File: src/rtl/shs_pkg.sv
// ----------------------------------------------------------------------------
// shs_pkg: shared types, constants and functions of the sha-256 hasher
// Holds the round constants, the initial hash values, the sigma functions
// and the control and status structs between the top level and the core.
// ----------------------------------------------------------------------------
package shs_pkg;

	localparam int unsigned WordW   = 32;
	localparam int unsigned NumHash = 8;
	localparam int unsigned BlkW    = 512;
	localparam int unsigned Rounds  = 64;
	localparam int unsigned RndW    = 6;
	localparam int unsigned CntW    = 6;
	localparam int unsigned LenW    = 64;

	localparam logic [7:0] PadByte  = 8'h80;
	localparam logic [CntW-1:0] LenStart = 6'd56;

	typedef logic [WordW-1:0] word_t;
	typedef word_t [NumHash-1:0] hash_t;

	// commands from the top level to the compression core
	typedef struct packed {
		logic start;
		logic reinit;
	} core_ctl_t;

	// status from the compression core
	typedef struct packed {
		logic busy;
		logic done;
	} core_sts_t;

	localparam hash_t InitHash = '{
		32'h5be0cd19, 32'h1f83d9ab, 32'h9b05688c, 32'h510e527f,
		32'ha54ff53a, 32'h3c6ef372, 32'hbb67ae85, 32'h6a09e667
	};

	function automatic word_t ror(input word_t v, input int unsigned n);
		ror = (v >> n) | (v << (WordW - n));
	endfunction

	function automatic word_t big_sig0(input word_t a);
		big_sig0 = ror(a, 2) ^ ror(a, 13) ^ ror(a, 22);
	endfunction

	function automatic word_t big_sig1(input word_t e);
		big_sig1 = ror(e, 6) ^ ror(e, 11) ^ ror(e, 25);
	endfunction

	function automatic word_t sml_sig0(input word_t x);
		sml_sig0 = ror(x, 7) ^ ror(x, 18) ^ (x >> 3);
	endfunction

	function automatic word_t sml_sig1(input word_t y);
		sml_sig1 = ror(y, 17) ^ ror(y, 19) ^ (y >> 10);
	endfunction

	// round constant table
	function automatic word_t round_k(input logic [RndW-1:0] t);
		word_t k;
		case (t)
			6'd0:  k = 32'h428a2f98; 6'd1:  k = 32'h71374491;
			6'd2:  k = 32'hb5c0fbcf; 6'd3:  k = 32'he9b5dba5;
			6'd4:  k = 32'h3956c25b; 6'd5:  k = 32'h59f111f1;
			6'd6:  k = 32'h923f82a4; 6'd7:  k = 32'hab1c5ed5;
			6'd8:  k = 32'hd807aa98; 6'd9:  k = 32'h12835b01;
			6'd10: k = 32'h243185be; 6'd11: k = 32'h550c7dc3;
			6'd12: k = 32'h72be5d74; 6'd13: k = 32'h80deb1fe;
			6'd14: k = 32'h9bdc06a7; 6'd15: k = 32'hc19bf174;
			6'd16: k = 32'he49b69c1; 6'd17: k = 32'hefbe4786;
			6'd18: k = 32'h0fc19dc6; 6'd19: k = 32'h240ca1cc;
			6'd20: k = 32'h2de92c6f; 6'd21: k = 32'h4a7484aa;
			6'd22: k = 32'h5cb0a9dc; 6'd23: k = 32'h76f988da;
			6'd24: k = 32'h983e5152; 6'd25: k = 32'ha831c66d;
			6'd26: k = 32'hb00327c8; 6'd27: k = 32'hbf597fc7;
			6'd28: k = 32'hc6e00bf3; 6'd29: k = 32'hd5a79147;
			6'd30: k = 32'h06ca6351; 6'd31: k = 32'h14292967;
			6'd32: k = 32'h27b70a85; 6'd33: k = 32'h2e1b2138;
			6'd34: k = 32'h4d2c6dfc; 6'd35: k = 32'h53380d13;
			6'd36: k = 32'h650a7354; 6'd37: k = 32'h766a0abb;
			6'd38: k = 32'h81c2c92e; 6'd39: k = 32'h92722c85;
			6'd40: k = 32'ha2bfe8a1; 6'd41: k = 32'ha81a664b;
			6'd42: k = 32'hc24b8b70; 6'd43: k = 32'hc76c51a3;
			6'd44: k = 32'hd192e819; 6'd45: k = 32'hd6990624;
			6'd46: k = 32'hf40e3585; 6'd47: k = 32'h106aa070;
			6'd48: k = 32'h19a4c116; 6'd49: k = 32'h1e376c08;
			6'd50: k = 32'h2748774c; 6'd51: k = 32'h34b0bcb5;
			6'd52: k = 32'h391c0cb3; 6'd53: k = 32'h4ed8aa4a;
			6'd54: k = 32'h5b9cca4f; 6'd55: k = 32'h682e6ff3;
			6'd56: k = 32'h748f82ee; 6'd57: k = 32'h78a5636f;
			6'd58: k = 32'h84c87814; 6'd59: k = 32'h8cc70208;
			6'd60: k = 32'h90befffa; 6'd61: k = 32'ha4506ceb;
			6'd62: k = 32'hbef9a3f7; 6'd63: k = 32'hc67178f2;
			default: k = '0;
		endcase
		round_k = k;
	endfunction

endpackage

File: src/rtl/sha256_stream_hasher_unit.sv
// ----------------------------------------------------------------------------
// sha256_stream_hasher_unit: byte-stream sha-256 hasher
// Absorbs one message byte per item; a finish item pads and emits the digest.
// ----------------------------------------------------------------------------
// An absorb item only shifts its byte in, except the one that fills the 64-byte
// block: it starts the compression core, which runs one round per cycle, and the
// unit stays busy until the core is done. A finish item shifts in the padding one
// byte per cycle (64 minus pending bytes) and compresses; with 56 or more
// bytes pending a second pass shifts in a full 64 padding bytes and compresses
// again. The digest is then written into the output register once that
// register is free.
module sha256_stream_hasher_unit (
	input  logic        clk,
	input  logic        arst_n,
	input  logic        in_valid,
	output logic        in_ready,
	input  logic        func,
	input  logic [7:0]  msg_byte,
	output logic        out_valid,
	input  logic        out_ready,
	output logic [63:0] digest_part_0,
	output logic [63:0] digest_part_1,
	output logic [63:0] digest_part_2,
	output logic [63:0] digest_part_3
);
	import shs_pkg::*;

	typedef enum logic [3:0] {
		ST_IDLE = 4'b0001,
		ST_PAD  = 4'b0010,
		ST_CMP  = 4'b0100,
		ST_OUT  = 4'b1000
	} st_t;

	st_t               st_q;
	logic [CntW-1:0]   cnt_q;
	logic [LenW-1:0]   bits_q;
	logic [LenW-1:0]   len_q;
	logic              fin_q;
	logic              last_q;
	logic              first_q;
	logic [BlkW-1:0]   blk_q;
	logic              out_valid_q;
	logic [63:0]       dig0_q, dig1_q, dig2_q, dig3_q;

	logic              in_acc;
	logic              shift_en;
	logic [7:0]        byte_in;
	logic [7:0]        pad_byte;
	logic [BlkW-1:0]   blk_d;
	core_ctl_t         cctl;
	core_sts_t         csts;
	hash_t             hash;

	assign in_ready = (st_q == ST_IDLE);
	assign in_acc   = in_valid && in_ready;

	// padding byte: marker, zeros, then length big-endian in the last block
	always_comb begin
		if (first_q) begin
			pad_byte = PadByte;
		end else if (last_q && cnt_q >= LenStart) begin
			pad_byte = len_q[{~cnt_q[2:0], 3'b000} +: 8];
		end else begin
			pad_byte = '0;
		end
	end

	assign shift_en = (in_acc && !func) || (st_q == ST_PAD);
	assign byte_in  = (st_q == ST_PAD) ? pad_byte : msg_byte;
	assign blk_d    = {blk_q[BlkW-9:0], byte_in};

	assign cctl.start  = shift_en && (cnt_q == '1);
	assign cctl.reinit = (st_q == ST_OUT) && !out_valid_q;

	shs_compress u_core (
		.clk    (clk),
		.arst_n (arst_n),
		.ctl    (cctl),
		.blk    (blk_d),
		.sts    (csts),
		.hash   (hash)
	);

	// block buffer shift register
	always_ff @(posedge clk) begin
		if (shift_en) begin
			blk_q <= blk_d;
		end
	end

	// control sequencer
	always_ff @(posedge clk or negedge arst_n) begin
		if (!arst_n) begin
			st_q        <= ST_IDLE;
			cnt_q       <= '0;
			bits_q      <= '0;
			fin_q       <= 1'b0;
			last_q      <= 1'b0;
			first_q     <= 1'b0;
			out_valid_q <= 1'b0;
		end else begin
			if (out_valid_q && out_ready) begin
				out_valid_q <= 1'b0;
			end
			case (st_q)
				ST_IDLE: begin
					if (in_acc && !func) begin
						cnt_q <= cnt_q + 1'b1;
						if (cnt_q == '1) begin
							bits_q <= bits_q + LenW'(BlkW);
							st_q   <= ST_CMP;
						end
					end else if (in_acc) begin
						fin_q   <= 1'b1;
						first_q <= 1'b1;
						last_q  <= (cnt_q < LenStart);
						st_q    <= ST_PAD;
					end
				end
				ST_PAD: begin
					first_q <= 1'b0;
					cnt_q   <= cnt_q + 1'b1;
					if (cnt_q == '1) begin
						st_q <= ST_CMP;
					end
				end
				ST_CMP: begin
					if (csts.done) begin
						if (!fin_q) begin
							st_q <= ST_IDLE;
						end else if (last_q) begin
							st_q <= ST_OUT;
						end else begin
							last_q <= 1'b1;
							st_q   <= ST_PAD;
						end
					end
				end
				ST_OUT: begin
					if (!out_valid_q) begin
						out_valid_q <= 1'b1;
						bits_q      <= '0;
						fin_q       <= 1'b0;
						last_q      <= 1'b0;
						st_q        <= ST_IDLE;
					end
				end
				default: st_q <= ST_IDLE;
			endcase
		end
	end

	// message length latched at finish
	always_ff @(posedge clk) begin
		if (in_acc && func) begin
			len_q <= bits_q + LenW'({cnt_q, 3'b000});
		end
	end

	// digest output register
	always_ff @(posedge clk) begin
		if (st_q == ST_OUT && !out_valid_q) begin
			dig0_q <= {hash[0], hash[1]};
			dig1_q <= {hash[2], hash[3]};
			dig2_q <= {hash[4], hash[5]};
			dig3_q <= {hash[6], hash[7]};
		end
	end

	assign out_valid     = out_valid_q;
	assign digest_part_0 = dig0_q;
	assign digest_part_1 = dig1_q;
	assign digest_part_2 = dig2_q;
	assign digest_part_3 = dig3_q;

`ifndef SYNTH
	// core finishes only while the sequencer waits for it
	a_done_in_cmp: assert property (@(posedge clk) disable iff (!arst_n)
		csts.done |-> st_q == ST_CMP)
		else $error("core done outside compress wait");

	// a new block is never started on a busy core
	a_start_idle: assert property (@(posedge clk) disable iff (!arst_n)
		cctl.start |-> !csts.busy)
		else $error("core started while busy");

	// a digest appears only from the output state
	a_out_from_out: assert property (@(posedge clk) disable iff (!arst_n)
		$rose(out_valid) |-> $past(st_q == ST_OUT))
		else $error("digest issued outside output state");
`endif

endmodule

File: src/rtl/shs_compress.sv
// ----------------------------------------------------------------------------
// shs_compress: iterative sha-256 compression core
// Runs one round per cycle over a 16-word rolling schedule window, then adds
// the working variables into the chaining hash in a separate add state.
// ----------------------------------------------------------------------------
module shs_compress (
	input  logic                        clk,
	input  logic                        arst_n,
	input  shs_pkg::core_ctl_t          ctl,
	input  logic [shs_pkg::BlkW-1:0]    blk,
	output shs_pkg::core_sts_t          sts,
	output shs_pkg::hash_t              hash
);
	import shs_pkg::*;

	typedef enum logic [2:0] {
		C_IDLE = 3'b001,
		C_RUN  = 3'b010,
		C_ADD  = 3'b100
	} cst_t;

	cst_t              cst_q;
	logic [RndW-1:0]   rnd_q;
	logic [BlkW-1:0]   win_q;
	hash_t             hash_q;
	hash_t             v_q;

	word_t w0, w1, w9, w14, w_new;
	word_t t1, t2;

	// schedule window taps, word 0 in the top bits
	assign w0  = win_q[BlkW-1 -: WordW];
	assign w1  = win_q[BlkW-1-WordW -: WordW];
	assign w9  = win_q[BlkW-1-9*WordW -: WordW];
	assign w14 = win_q[BlkW-1-14*WordW -: WordW];
	assign w_new = sml_sig1(w14) + w9 + sml_sig0(w1) + w0;

	// round function
	assign t1 = v_q[7] + big_sig1(v_q[4]) + ((v_q[4] & v_q[5]) ^ (~v_q[4] & v_q[6]))
		+ round_k(rnd_q) + w0;
	assign t2 = big_sig0(v_q[0])
		+ ((v_q[0] & v_q[1]) ^ (v_q[0] & v_q[2]) ^ (v_q[1] & v_q[2]));

	// sequencer
	always_ff @(posedge clk or negedge arst_n) begin
		if (!arst_n) begin
			cst_q  <= C_IDLE;
			rnd_q  <= '0;
			hash_q <= InitHash;
		end else begin
			case (cst_q)
				C_IDLE: begin
					if (ctl.start) begin
						cst_q <= C_RUN;
						rnd_q <= '0;
					end else if (ctl.reinit) begin
						hash_q <= InitHash;
					end
				end
				C_RUN: begin
					rnd_q <= rnd_q + 1'b1;
					if (rnd_q == RndW'(Rounds - 1)) begin
						cst_q <= C_ADD;
					end
				end
				C_ADD: begin
					for (int i = 0; i < NumHash; i++) begin
						hash_q[i] <= hash_q[i] + v_q[i];
					end
					cst_q <= C_IDLE;
				end
				default: cst_q <= C_IDLE;
			endcase
		end
	end

	// datapath: window and working variables
	always_ff @(posedge clk) begin
		if (cst_q == C_IDLE && ctl.start) begin
			win_q <= blk;
			v_q   <= hash_q;
		end else if (cst_q == C_RUN) begin
			win_q <= {win_q[BlkW-WordW-1:0], w_new};
			v_q[7] <= v_q[6];
			v_q[6] <= v_q[5];
			v_q[5] <= v_q[4];
			v_q[4] <= v_q[3] + t1;
			v_q[3] <= v_q[2];
			v_q[2] <= v_q[1];
			v_q[1] <= v_q[0];
			v_q[0] <= t1 + t2;
		end
	end

	assign sts.busy = (cst_q != C_IDLE);
	assign sts.done = (cst_q == C_ADD);
	assign hash     = hash_q;

endmodule
File: config.mk
export PLATFORM = sky130hd
export DESIGN_NAME = sha256_stream_hasher_unit
export DESIGN_NICKNAME = d
export VERILOG_FILES = /design/src/rtl/shs_pkg.sv /design/src/rtl/sha256_stream_hasher_unit.sv /design/src/rtl/shs_compress.sv
export SDC_FILE = /design/constraint.sdc
export NUM_CORES = 2
export LEC_CHECK = 0
export BUFFER_PORTS_ARGS = -buffer_cell sky130_fd_sc_hd__buf_4
export CAP_MARGIN = 20
export CORE_MARGIN = 2
export CORE_UTILIZATION = 68
export CTS_BUF_LIST = sky130_fd_sc_hd__clkbuf_16
export DETAILED_ROUTE_END_ITERATION = 16
export PLACE_DENSITY = 0.86
export SLEW_MARGIN = 20
export SYNTH_ARGS = -nofsm -noshare
export SYNTH_HDL_FRONTEND = slang
export SYNTH_SLANG_ARGS = --single-unit
File: constraint.sdc
create_clock -name clk -period 60 [get_ports clk]
set_input_delay 6 -clock clk [delete_from_list [all_inputs] [get_ports clk]]
set_output_delay 6 -clock clk [all_outputs]
set_load 0.05 [all_outputs]
==> metrics.md <==
| Metric | Value |
|---|---|
| Compound-Gate Fraction of Synth Area | 0.0988 |
| Asr flop ratio synth | 0.174 |
| GP Congestion | 1.03 |
| Rows | 139 |
| Area Growth Syn to Fin | 9.51% |
| Met3 GRT Util | 0.0668 |
| Post-route DRC | 0 |
| Initial DRC Count | 9191 |
| Met2 usage | 0.574 |
| Psw | 0.738 mW |
| Power per cell area | 28.3 nW/um^2 |
| Req. time, crit path | 60.43 ns |
| Gr busiest metal | met2 |
| Clk_lat worst skew | 0.87 ns |
| Initial Util | 0.684 |
| Min cycle time layout | 11.39 ns |
| WL final | 271 mm |
| Final Util | 0.749 |
| Htree depth | 4 |
| Synthesized area per cell | 11.0 sq um |
| Maxcap violations | 0 |
| Post-cts sizing count | 0 |
| Vias | 70050 |
| Drt first pass iters | 8 |
| Clock slew at reported path FFs | 0.06 ns |
| Cts bufs inserted | 186 |
| Post-synthesis instance total | 8887 |
| Hold path endpoint | blk_q[475] |
| Hold-fix buffer count after cts | 0 |
| Die area | 147000 sq um |
| Switch share | 0.242 |
| GRT overflow | 0 |
| Peak Freq | 87.8 MHz |
| Crit. End Element | flop |
| CTS tree | done |
| Final Hold Viols | 0 |
| Cells on Worst Hold Path | 0 |
| Post-Synthesis Cell Area | 98200 sq um |
| Clock tree sinks | 1923 |
| Crit-path max FO | 122 |
| Crit Reg-Reg Endpoint | u_core.v_q[25] |
| Post-DR wirelength/cell | 24.5 um |
| Largest family of logic cells by synthesized area | simple AND/OR/NAND/NOR gates |
| Post-CTS Setup Inserts | 0 |
| Pint | 2.31 mW |
| Syn Nets | 9489 |
| Core box area | 143000 sq um |
| Comb power frac | 0.061 |
| CTS root buf | clkbuf_16 |
| Via density | 6.35 |
| Sequential area share after synthesis | 0.573 |
| Longest Clk Path Bufs | 3 |
| Die W | 384 um |
| Final Power | 3.05 mW |
| Clock power share | 0.381 |
| Reg2reg setup slack | 49.26 ns |
| Setup violators final | 0 |
| Post-Synth Simple-Gate Area | 0.142 |
| Final worst path period share | 0.190 |
| Post-synth EDFFs | 1589 |
| Placed Cells incl. Taps | 10690 |
| Worst hold margin | 0.416 ns |
| Worst-margin pin slew | 1.36 ns |
| Crit. Startpoint | func |
| GRT Overall Usage | 0.367 |
| First-pass GRT wire length | 409 mm |
| Peak VDD IR | 47.5 uV |
| Final #Nets | 9577 |
| Status | finished clean |
| Largest net degree at the start of global routing | 224 |
| Max-slew violation count | 0 |
| Hpwl dp | 187 mm |
| Worst reg2reg startpoint | u_core.rnd_q[0] |
| Mux contribution to synthesized area | 0.0111 |
| Post-Synth Adder-Cell Area | 0.0925 |
| RSZ-0062 raised after global routing | no |
| Post-synth top flop | edfxtp_1 |
| Warnings from Yosys | 0 |
| Startpoint Class | input port |
| Final ANT Viol Nets | 0 |
| Clock Skew | 0.0585 ns |
| Boundary Pins | 271 |
| GR Util met1 | 0.498 |
| Die Height | 384 um |
| Hold Path Class | reg2reg |
| Vias in the first global route | 67928 |
| Final non-filler cell total | 11040 |
| Worst EP arrival | 11.82 ns |
| Xor/xnor share of the synthesized area | 0.0547 |
| Initial antenna violation count | 3 |
| Reg2reg path depth | 36 |
| Seq pwr share | 0.557 |
| Layout cells sized above 1 | 0.0935 |
| I/O Buffers | 270 |
| Synth Register Bits | 1923 |
| Synth cell types | 104 |
| Hold Startpoint | blk_q[467] |
| Setup TNS | 0 ns |
| Cell leakage power | 43.1 nW |
| WS Path Type | in2reg |
| Slew HR | 0.0933 |
cells in the final DEF, fill, tap and decap left out, drive strengths merged, types with 32 or more instances in the layout:
cell	synthesis	layout
nand2	2432	2432
edfxtp	1589	1589
a21oi	538	538
nor2	437	437
o21ai	420	420
ha	394	394
xnor2	380	380
buf	79	336
inv	266	315
xor2	230	230
dfrtp	196	196
fa	195	195
clkbuf	357	186
a21o	154	154
dfstp	138	138
nand3	111	111
clkinv	4	90
nor3	67	67
and3	57	57
o21bai	53	53
a31oi	51	51
o21a	50	50
nand2b	50	50
a211oi	49	49
mux2i	42	42
o31ai	35	35
nand4	35	35
or3	33	33
nor2b	32	32
and2	32	32
worst max-delay path: stages:
cell,delay [ns]
buf_4,0.11
and2b_2,0.24
nand2_1,0.15
nand2_4,0.52
and3_1,0.33
and4_4,0.68
nor2_1,0.34
inv_8,0.58
buf_4,0.89
buf_4,0.81
buf_4,0.91
power groups by stage:
stage / Clock (mW) / Combinational [mW] / Sequential [mW]
after floorplan: 0 / 0.135 / 1.77
after global placement: 0 / 0.178 / 1.71
after detailed placement: 0 / 0.185 / 1.72
after CTS: 1.17 / 0.186 / 1.70
after global routing: 1.22 / 0.204 / 1.71
final: 1.16 / 0.187 / 1.70
metal layers:
layer	vias to the layer above	wire, um
met5	-	13
met4	2	16100
met3	827	27600
met2	3947	125000
met1	34091	102000
li1	31183	-
worst max-delay path by stage:
stage                        endpoint  slack, ns
finish               u_core.win_q[79]      48.61
global route         u_core.win_q[79]      48.09
CTS                  u_core.win_q[79]      48.54
detailed placement  u_core.win_q[447]      47.72
global placement    u_core.win_q[221]      47.88
floorplan               u_core.v_q[0]      25.46
Yosys cell counts, types with 154 or more instances:
master | number | share of area
clkbuf_1 | 354 | 0.014
edfxtp_1 | 1589 | 0.49
nor2_1 | 436 | 0.017
o21ai_0 | 419 | 0.021
nand2_1 | 2431 | 0.093
inv_1 | 266 | 0.010
dfrtp_1 | 196 | 0.050
a21o_1 | 154 | 0.012
ha_1 | 394 | 0.050
a21oi_1 | 538 | 0.027
xor2_1 | 230 | 0.021
xnor2_1 | 380 | 0.034
fa_1 | 195 | 0.040
area by class of cell:
type	instances	area, sq um
Clock inverter	161	1410
Multi-Input combinational cell	6258	39200
Clock buffer	186	4650
Fill cell	9102	36000
Antenna cell	3	7.51
Tap cell	1903	2380
Sequential cell	1923	56300
Timing Repair Buffer	336	2580
Inverter	270	1030
stage by stage:
| step | setup slack [ns] | cell area, sq um |
|---|---|---|
| after floorplan | 25.46 | 98200 |
| after global placement | 47.88 | 101000 |
| after detailed placement | 47.72 | 101000 |
| after CTS | 48.54 | 107000 |
| after global routing | 48.09 | 107000 |
| final | 48.61 | 108000 |
state kept, by name, indices dropped and copies added (netlist names), 3 cells and up:
name / flops
u_core.hash: 256
cnt_q: 6
u_core.cst_q: 3
digest_part_0: 64
digest_part_1: 64
blk_q: 504
bits_q: 55
u_core.rnd_q: 6
u_core.v_q: 256
st_q: 4
u_core.win_q: 512
digest_part_3: 64
len_q: 61
digest_part_2: 64
logic make-up after synthesis:
kind of cell,count (synthesis)
xor+xnor,611
compound gates,1581
buf+inv,706
flops,1923
fa+ha+maj,614
simple gates,3376
mux,76
Power figures use the tool's default switching activity.
